[src/hdl/tcw_pkg.sv]
`default_nettype none

package tcw_pkg;

   // Screen geometry
   localparam int COLUMNS = 80;
   localparam int ROWS    = 25;
   localparam int CELLS   = ROWS * COLUMNS;

   localparam int COL_W   = $clog2(COLUMNS);
   localparam int ROW_W   = $clog2(ROWS);
   localparam int CELL_W  = 11;
   localparam int FUNC_W  = 2;
   localparam int CHAR_W  = 8;
   localparam int COLOR_W = 8;
   localparam int DATA_W  = COLOR_W + CHAR_W;

   localparam logic [CHAR_W-1:0] BLANK_CHAR   = 8'h20;
   localparam logic [CHAR_W-1:0] NEWLINE_CHAR = 8'h0a;

   typedef enum logic [FUNC_W-1:0] {
      FUNC_RAW   = 2'd0,
      FUNC_TEXT  = 2'd1,
      FUNC_CLEAR = 2'd2,
      FUNC_READ  = 2'd3
   } func_type;

   typedef enum logic [1:0] {
      KIND_PUT,
      KIND_NEWLINE,
      KIND_CLEAR,
      KIND_READ
   } kind_type;

   typedef struct packed {
      kind_type            kind;
      logic [CHAR_W-1:0]   char_code;
      logic [COLOR_W-1:0]  color;
      logic [CELL_W-1:0]   cell_index;
      logic                read_ok;
   } cmd_type;

   // Linear cell address of a row and column
   function automatic logic [CELL_W-1:0] cell_addr(input logic [ROW_W-1:0] row,
                                                   input logic [COL_W-1:0] col);
      return CELL_W'(row) * CELL_W'(COLUMNS) + CELL_W'(col);
   endfunction

endpackage

`default_nettype wire

[src/hdl/tcw_front.sv]
`default_nettype none

module tcw_front (
   input  wire logic                          clock,
   input  wire logic                          reset,
   input  wire logic                          push,
   output logic                               full,
   input  wire logic [tcw_pkg::FUNC_W-1:0]    req_func,
   input  wire logic [tcw_pkg::CHAR_W-1:0]    req_char_code,
   input  wire logic [tcw_pkg::COLOR_W-1:0]   req_color,
   input  wire logic [tcw_pkg::CELL_W-1:0]    req_cell_index,
   input  wire logic                          hold,
   output logic                               cmd_valid,
   output tcw_pkg::cmd_type                   cmd,
   input  wire logic                          cmd_pop
);
   import tcw_pkg::*;

   cmd_type    decoded;
   cmd_type    slot_ff [2];
   logic       wr_ptr_ff, wr_ptr_in;
   logic       rd_ptr_ff, rd_ptr_in;
   logic [1:0] count_ff, count_in;
   logic       accept;

   // Classify the incoming transaction
   always_comb begin
      decoded.char_code  = req_char_code;
      decoded.color      = req_color;
      decoded.cell_index = req_cell_index;
      decoded.read_ok    = (req_cell_index < CELL_W'(CELLS));
      unique case (func_type'(req_func))
         FUNC_RAW:   decoded.kind = KIND_PUT;
         FUNC_TEXT:  decoded.kind = (req_char_code == NEWLINE_CHAR) ? KIND_NEWLINE : KIND_PUT;
         FUNC_CLEAR: decoded.kind = KIND_CLEAR;
         FUNC_READ:  decoded.kind = KIND_READ;
         default:    decoded.kind = KIND_PUT;
      endcase
   end

   assign full      = (count_ff == 2'd2) || hold;
   assign accept    = push && !full;
   assign cmd_valid = (count_ff != 2'd0);
   assign cmd       = slot_ff[rd_ptr_ff];

   always_comb begin
      wr_ptr_in = accept  ? !wr_ptr_ff : wr_ptr_ff;
      rd_ptr_in = cmd_pop ? !rd_ptr_ff : rd_ptr_ff;
      count_in  = count_ff + 2'(accept) - 2'(cmd_pop);
   end

   always_ff @(posedge clock) begin
      if (reset) begin
         wr_ptr_ff <= 1'b0;
         rd_ptr_ff <= 1'b0;
         count_ff  <= 2'd0;
      end else begin
         wr_ptr_ff <= wr_ptr_in;
         rd_ptr_ff <= rd_ptr_in;
         count_ff  <= count_in;
      end
      if (accept) begin
         slot_ff[wr_ptr_ff] <= decoded;
      end
   end

endmodule

`default_nettype wire

[config.mk]
export PLATFORM = sky130hd
export DESIGN_NAME = tcw_front
export DESIGN_NICKNAME = d
export VERILOG_FILES = /design/src/hdl/tcw_pkg.sv /design/src/hdl/tcw_front.sv
export SDC_FILE = /design/constraint.sdc
export NUM_CORES = 1
export LEC_CHECK = 0
export BUFFER_PORTS_ARGS = -buffer_cell sky130_fd_sc_hd__buf_2
export CORE_MARGIN = 10
export CORE_UTILIZATION = 35
export CTS_CLUSTER_SIZE = 25
export DETAILED_ROUTE_END_ITERATION = 10
export MAX_ROUTING_LAYER = met4
export SETUP_SLACK_MARGIN = 0.5
export SYNTH_ARGS = -nofsm -noshare
export SYNTH_HDL_FRONTEND = slang
export SYNTH_SLANG_ARGS = --single-unit
[constraint.sdc]
create_clock -name clock -period 4.7 [get_ports clock]
set_input_delay 1.175 -clock clock [delete_from_list [all_inputs] [get_ports clock]]
set_output_delay 1.175 -clock clock [all_outputs]
set_load 0.1 [all_outputs]
# Word level (Yosys, flattened, before mapping)
# Memories as Yosys holds them, arrays and structs flattened. A register that Yosys moved wholly into a read port is not among the register bits.
# Index checks and enable logic that the tools add are counted.
[classes] add_sub_neg=2 magnitude_cmp=1 n_eq_ne=5 mux=6 n_reduce_logical=7
[ops] op="$lt 11x11->1 const B" n=1
[ops] op="$eq 8x4->1 const B" n=1
[ops] op="$pmux 2 s4" n=1
[ops] op="$eq 2x2->1 const B" n=3
[ops] op="$mux 1" n=5
[ops] op="$logic_not 1->1" n=3
[ops] op="$add 2x1->2" n=1
[ops] op="$eq 2x1->1 const B" n=1
[ops] op="$logic_not 2->1" n=1
[ops] op="$reduce_bool 2->1" n=1
[ops] op="$sub 2x1->2" n=1
[ops] op="$logic_and 1x1->1" n=1
[ops] op="$logic_or 1x1->1" n=1
[word_totals] regBits=4 ram_bits=60 inputBits=34 out_inout_bits=32 elab_cells=25 memories=1
[memory_table] name="slot_ff" words=2 width=30 rd=1 rd_ports_with_merged_regs=1 wr=1 line="tcw_front.sv:20" source="cmd_type slot_ff [2];"

# Longest topological paths before layout
# Gate-level depths: netlist (run 1).
[depth] depth_word=6 mapped_depth=8 mapped_depth_nobuf=8

# Worst setup path before layout (run 1)
# No wires, ideal clock.
[synth_path] kind="input port to flip-flop" startpoint="input hold" endpoint="memory slot_ff[0][0] (netlist name) (enable)" t_arrival_ps=2874 path_slack_ps=1409 path_stages=2 n_path_buf=0 cell_sequence="or3b_4 -> nor2_1"
[synth_via] elab_chain_cells=5
[synth_rtl] item="start, declared" line="tcw_front.sv:12" source="input wire logic hold,"
[synth_rtl] item="$logic_or 1x1->1" line="tcw_front.sv:41" source="assign full = (count_ff == 2'd2) || hold;"
[synth_rtl] item="$logic_not 1->1" line="tcw_front.sv:42" source="assign accept = push && !full;"
[synth_rtl] item="$logic_and 1x1->1" line="tcw_front.sv:42"
[synth_rtl] item="$mux 1" line="tcw_front.sv:62" source="if (accept) begin"
[synth_rtl] item="$mux 1 (not written as such)" line="tcw_front.sv:63" source="slot_ff[wr_ptr_ff] <= decoded;"
[synth_rtl] item="end, declared" line="tcw_front.sv:20"
# No other way between the ends.

==> summary.txt, run 1 <==
Timing
  • Slew Limit Fails: 0
  • Normalized max-slew margin: 0.4285
  • RSZ-0062 raised after global routing: no
  • Setup TNS: 0 ns
  • Final count of negative-setup-slack endpoints: 0
  • WHS: between 0.5 and 0.6 ns
  • Clock skew: 0.008661 ns
  • Final-report hold violation count: 0
  • Minimum clock period: 3.325 ns
  • Fmax: between 300 and 400 MHz
  • Worst-Margin Slew: between 0.8 and 0.9 ns
  • Final worst-path cycle share: 0.7075
  • PnR worst setup slack: ~1.4 ns

Die
  • Ports: 66
  • Initial core utilization: 0.3604
  • Num rows: 30
  • Die area: approximately 11,000 µm²
  • Die width: between 100 and 150 µm
  • Core area: between 6000 and 7000 µm²
  • Die height: between 100 and 150 µm

Drt
  • DRC errors left: 0
  • DRT Pass-1 Iters: 4
  • Via count: between 1,000 and 1,500
  • Avg Vias per Cell: 4.311
  • Post-route ant nets: 0
  • Drt first-iter violations: between 60 and 70
  • Routed WL: ~4700 µm
  • DR WL/cell: 15.61 µm

Synth
  • Synth Area in Compound Gates: 0.005621
  • Post-synth EDFFs: 60
  • #FFs+latches synth: 65
  • Top-count cell post-synth: edfxtp_1
  • Post-synth top cells: 60 x edfxtp_1, 30 x mux2_2, 7 x nor2_1, 5 x dfxtp_1, 3 x buf_2
  • Multiplexer share of the synthesized area: 0.1441
  • Top-area cell type share of the netlist area: 0.7358
  • Syn_nets: 162
  • Mapped cell area: around 2400 µm²
  • Adder-cell share of the synthesized area: 0.01022
  • Largest family of logic cells by synthesized area: multiplexers
  • Primary FF master, synth: edfxtp_1
  • Post-Synth XOR/XNOR Area: 0.007154
  • YS warnings: 0
  • Cell taking the most area after synthesis: edfxtp_1
  • Cells after Synth: between 100 and 150
  • Average cell area after synthesis: 19.43 µm²
  • Area share of and/or/nand/nor cells after synthesis: 0.04548
  • Async set-or-reset flop fraction in the synthesized netlist: 0
  • Sequential area share after synthesis: 0.7767
  • Top post-synthesis cells by area: edfxtp_1 74%, mux2_2 14%, dfxtp_1 4.1%
  • Synth unique cells: 22

Placed design
  • Hpwl dp: around 3400 µm
  • Placed cells: approximately 290
  • Placed cell area: between 2000 and 3000 µm²
  • Pre-CTS setup slack: around 1.6 ns
  • IO Port Bufs: between 60 and 70
  • Gpl congestion: 0.6758

Clock network
  • H-tree Lvls: 3
  • # hold bufs at CTS: 0
  • Clock-pin transition on the worst setup and hold timing paths: ~0.06 ns
  • Clk buf depth: 2
  • CTS root buffer: clkbuf_8
  • TritonCTS buffer count: 9
  • CTS Sinks: 65
  • Clk_lat worst skew: 0.33 ns
  • TritonCTS clock tree: yes
  • # resized after CTS: 0
  • Number of setup buffers added after CTS: 0

GRT
  • Gr ovfl total: 0
  • Initial antenna violation count: 0
  • Largest net degree at the start of global routing: 17
  • Vias in the first global route: between 1,000 and 1,500
  • First-pass GRT wire length: about 7700 µm
  • Gr usage total: 0.09353

Min path
  • Hold Path Class: reg -> reg
  • Hold path cells: 2

Power and ir drop
  • Worst vdd ir: 233.3 µV
  • LEAKAGE: ~1.2 nW
  • Pwr Density: a little under 500 nW/µm²
  • Total power: approximately 1.5 mW

Worst setup path
  • Worst-case reg-to-reg path depth: 4
  • Worst-path fanout max: 16
  • Critical path class: reg -> out
  • Worst path slowest cell: dfxtp_1
  • CP arrival: approximately 2.2 ns
  • Setup crit start kind: flop
  • CP cell instances: buf_4 > mux2_2 > buf_2
  • Critical Path RT: around 3.5 ns
  • CP peak stage delay: 0.80 ns
  • Crit. End Element: output pin

Layout
  • FILL cells: around 610
  • Fin area: a little over 3000 µm²
  • Ant. Diodes: 0
  • Final Core Density: 0.4582
  • Post-Layout Cell Count: roughly 300
  • Layout area overhead: 27.13%
  • Final Net Count: about 240
  • Layout cells sized above 1: 0.5874

Run
  • Max-Cap Viols: 0

Status
  • Status: complete, no violations
## report_power, final
part	leakage (nW)	internal, mW	switching [mW]	total, mW
combinational	0.472	0.0711	0.267	0.338
sequential	0.589	0.664	0.0140	0.678
clock	0.106	0.296	0.200	0.496
## state kept, by name (all words and copies together) (netlist names), named ones only
name,flops
wr_ptr_ff,1
slot_ff,60
count_ff,2
rd_ptr_ff,1
## final cells by class
type                       count  area (µm²)  area share
inverter                       2       7.507    0.002412
clock buffer                  10       127.6     0.04100
clock inverter                 6       82.58     0.02653
multi-input combinational     55       525.5      0.1688
tap                           96       120.1     0.03859
sequential                    65        1902      0.6109
timing repair buffer          68       347.8      0.1117
## cell usage in the layout (no fill, tap or decap), types with 3 or more instances in the layout
cell type   n
dfxtp_1     5
buf_2      65
buf_4       3
clkbuf_8    9
clkinv_2    3
mux2_2     30
edfxtp_1   60
nor2_1      5
## path summary, 6_finish.rpt
path,from,end,slack [ns]
max,flop,cmd[0],1.37
min,rd_ptr_ff,rd_ptr_ff,0.52
max reg2reg,count_ff[1],slot_ff[0][15],2.49
min reg2reg,rd_ptr_ff,rd_ptr_ff,0.52
## cells by family (layout without fill, tap and decap cells)
kind of cell / Yosys count / count (layout)
buffers and inverters: 6 / 86
adders and majority gates: 2 / 2
xor gates and xnor gates: 2 / 2
and+or+nand+nor: 18 / 18
DFF: 65 / 65
AOI/OAI and AO/OA: 2 / 2
muxes: 31 / 31
## worst max-delay path, delay by kind of cell, from the launching register on
kind                   cells  cell delay, ns
DFF                        1            0.80
buffers and inverters      2            0.65
muxes                      1            0.37
## per-layer routing
layer / wire, µm / track usage
met1: 2062 / 0.1024
met4: 44 / 0.04234
met3: 244 / 0.04027
met5: 0 / -
met2: 2362 / 0.1446
Power figures use the tool's default switching activity.
==> run 2: changes to the inputs <==
Clock period 4.7 ns to 3.33 ns, I/O delays scaled along.
==> summary.txt, run 2 (synthesis results as in run 1) <==
Status
  • Status: complete, no violations

Timing
  • Fmax: approximately 420 MHz
  • Final worst-path cycle share: 0.7184
  • Final count of negative-setup-slack endpoints: 0 (unchanged)
  • Setup TNS: 0 ns (unchanged)
  • Normalized max-slew margin: 0.6677 (+0.2392)
  • RSZ-0062 raised after global routing: no
  • Final-report hold violation count: 0 (unchanged)
  • Worst-Margin Slew: 0.5019 ns (-0.3545 ns)
  • PnR worst setup slack: 0.9379 ns (-0.4370 ns)
  • Slew Limit Fails: 0 (unchanged)
  • Clock skew: 0.004725 ns (-0.003936 ns)
  • Minimum clock period: ~2.4 ns

Drt
  • DR WL/cell: 15.20 µm (-2.6%)
  • Avg Vias per Cell: 4.390 (+1.8%)
  • DRC errors left: 0 (unchanged)
  • DRT Pass-1 Iters: 4 (unchanged)
  • Post-route ant nets: 0 (unchanged)
  • Routed WL: 4636 µm (-1.6%)
  • Via count: 1,339 (+2.8%)
  • Drt first-iter violations: 29 (-54%)

GRT
  • Vias in the first global route: 1,471 (-1.5%)
  • Gr ovfl total: 0 (unchanged)
  • Largest net degree at the start of global routing: 17 (unchanged)
  • Gr usage total: 0.09130 (-0.002229)
  • Initial antenna violation count: 0 (unchanged)
  • First-pass GRT wire length: 7445 µm (-2.9%)

Worst setup path
  • Worst-case reg-to-reg path depth: 8 (+4)
  • Bufs and invs on worst path: 2 (unchanged)
  • CP cell instances: buf_4 > mux2_2 > buf_2
  • CP peak stage delay: 0.37 ns (-0.43 ns)
  • Crit. End Element: output pin
  • CP arrival: 1.56 ns (-0.59 ns)
  • Top delay family on crit path: buffers and inverters
  • Critical Path RT: 2.50 ns (-1.02 ns)
  • CP Depth: 3 (unchanged)
  • Worst-path fanout max: 15 (-1)
  • Setup crit start kind: flop
  • Critical path class: reg -> out
  • Worst path slowest cell: mux2_2

Layout
  • Leading cell type in the layout, fill and taps excluded: buf_2
  • Commonest non-fill, non-tap cells in the layout: 65 x buf_2, 60 x edfxtp_1, 30 x mux2_2
  • Final Net Count: 240 (+1.3%)
  • Final Core Density: 0.4733 (+0.01510)
  • FILL cells: 625 (+2.1%)
  • Largest Register: slot_ff
  • Leading registers by flop count: slot_ff x60, count_ff x2
  • Ant. Diodes: 0 (unchanged)
  • Layout area overhead: 31.32%
  • Area of the multi-input gates: 525.5 µm² (unchanged)
  • FF+latch area: 1902 µm² (unchanged)
  • Layout cells sized above 1: 0.5981 (+0.01071)
  • Number of flip-flops in the largest register: 60 (unchanged)
  • Post-Layout Cell Count: 305 (+0.99%)

Clock network
  • CTS root buffer: clkbuf_8
  • Clock-pin transition on the worst setup and hold timing paths: 0.07 ns (about the same)
  • TritonCTS clock tree: yes
  • Clk buf depth: 2 (unchanged)
  • # hold bufs at CTS: 0 (unchanged)
  • Clk_lat worst skew: 0.33 ns (about the same)
  • H-tree Lvls: 3 (unchanged)
  • # resized after CTS: 0 (unchanged)
  • CTS Sinks: 65 (unchanged)
  • Number of setup buffers added after CTS: 0 (unchanged)
  • TritonCTS buffer count: 9 (unchanged)

Placed design
  • Placed cells: 289 (+1.0%)
  • Hpwl dp: 3270 µm (-2.9%)
  • Pre-CTS setup slack: 0.9308 ns (-0.6292 ns)
  • IO Port Bufs: 65 (unchanged)
  • Gpl congestion: 0.6727 (-0.46%)

Die
  • Initial core utilization: 0.3604 (unchanged)
  • Num rows: 30 (unchanged)
  • Core area: 6794 µm² (unchanged)
  • Ports: 66 (unchanged)
  • Die area: 10,740 µm² (unchanged)
  • Die width: 103.6 µm (unchanged)
  • Die height: 103.6 µm (unchanged)

Run
  • Max-Cap Viols: 0 (unchanged)

Power and ir drop
  • Total power: 2.385 mW (+58%)
  • LEAKAGE: 1.216 nW (+4.2%)
  • Pwr Density: 741.6 nW/µm² (+53%)
  • Worst vdd ir: 385.1 µV (+65%)

Min path
  • Hold Path Class: reg -> reg
  • Hold path cells: 2 (unchanged)
==> run 2: worst paths after layout <==
path                                  start     endpoint  slack (ns)
worst min-delay path              rd_ptr_ff    rd_ptr_ff        0.52
worst max register to register  count_ff[1]  count_ff[1]        1.43
worst min register to register    rd_ptr_ff    rd_ptr_ff        0.52
worst max-delay path                   flop      cmd[17]        0.94
==> run 2: cell type report <==
class / count / share of cell area
flip-flops and latches: 65 / 0.5914
multi-input cells: 55 / 0.1634
repair buffers: 71 / 0.1152
clock inverters: 7 / 0.05175
clock buffers: 9 / 0.03852
well taps: 96 / 0.03735
inverters: 2 / 0.002335
==> run 2: metrics by stage <==
stage	hold WS (ns)	area, µm²
global placement	0.4956	2925
global route	0.5633	3216
finish	0.5173	3216
floorplan	0.4799	2449
CTS	0.5231	3216
detailed placement	0.5078	2925
==> run 2: report_power, final <==
group	switching, mW	internal, mW	leakage, nW
Clock	0.296	0.650	0.140
Sequential	0.0129	0.937	0.589
Combinational	0.386	0.104	0.488
==> run 2: worst min-delay path: stages, from the launching register on <==
cell and delay (ns):
dfxtp_1 0.33, xnor2_1 0.08, nor2_1 0.07
==> run 2: routing by layer <==
layer	GRT usage	routed length (µm)	vias to the layer above
met5	-	0	-
met1	0.1048	2083	655
li1	-	-	639
met2	0.1383	2346	38
met3	0.02912	131	7
met4	0.05141	74	0
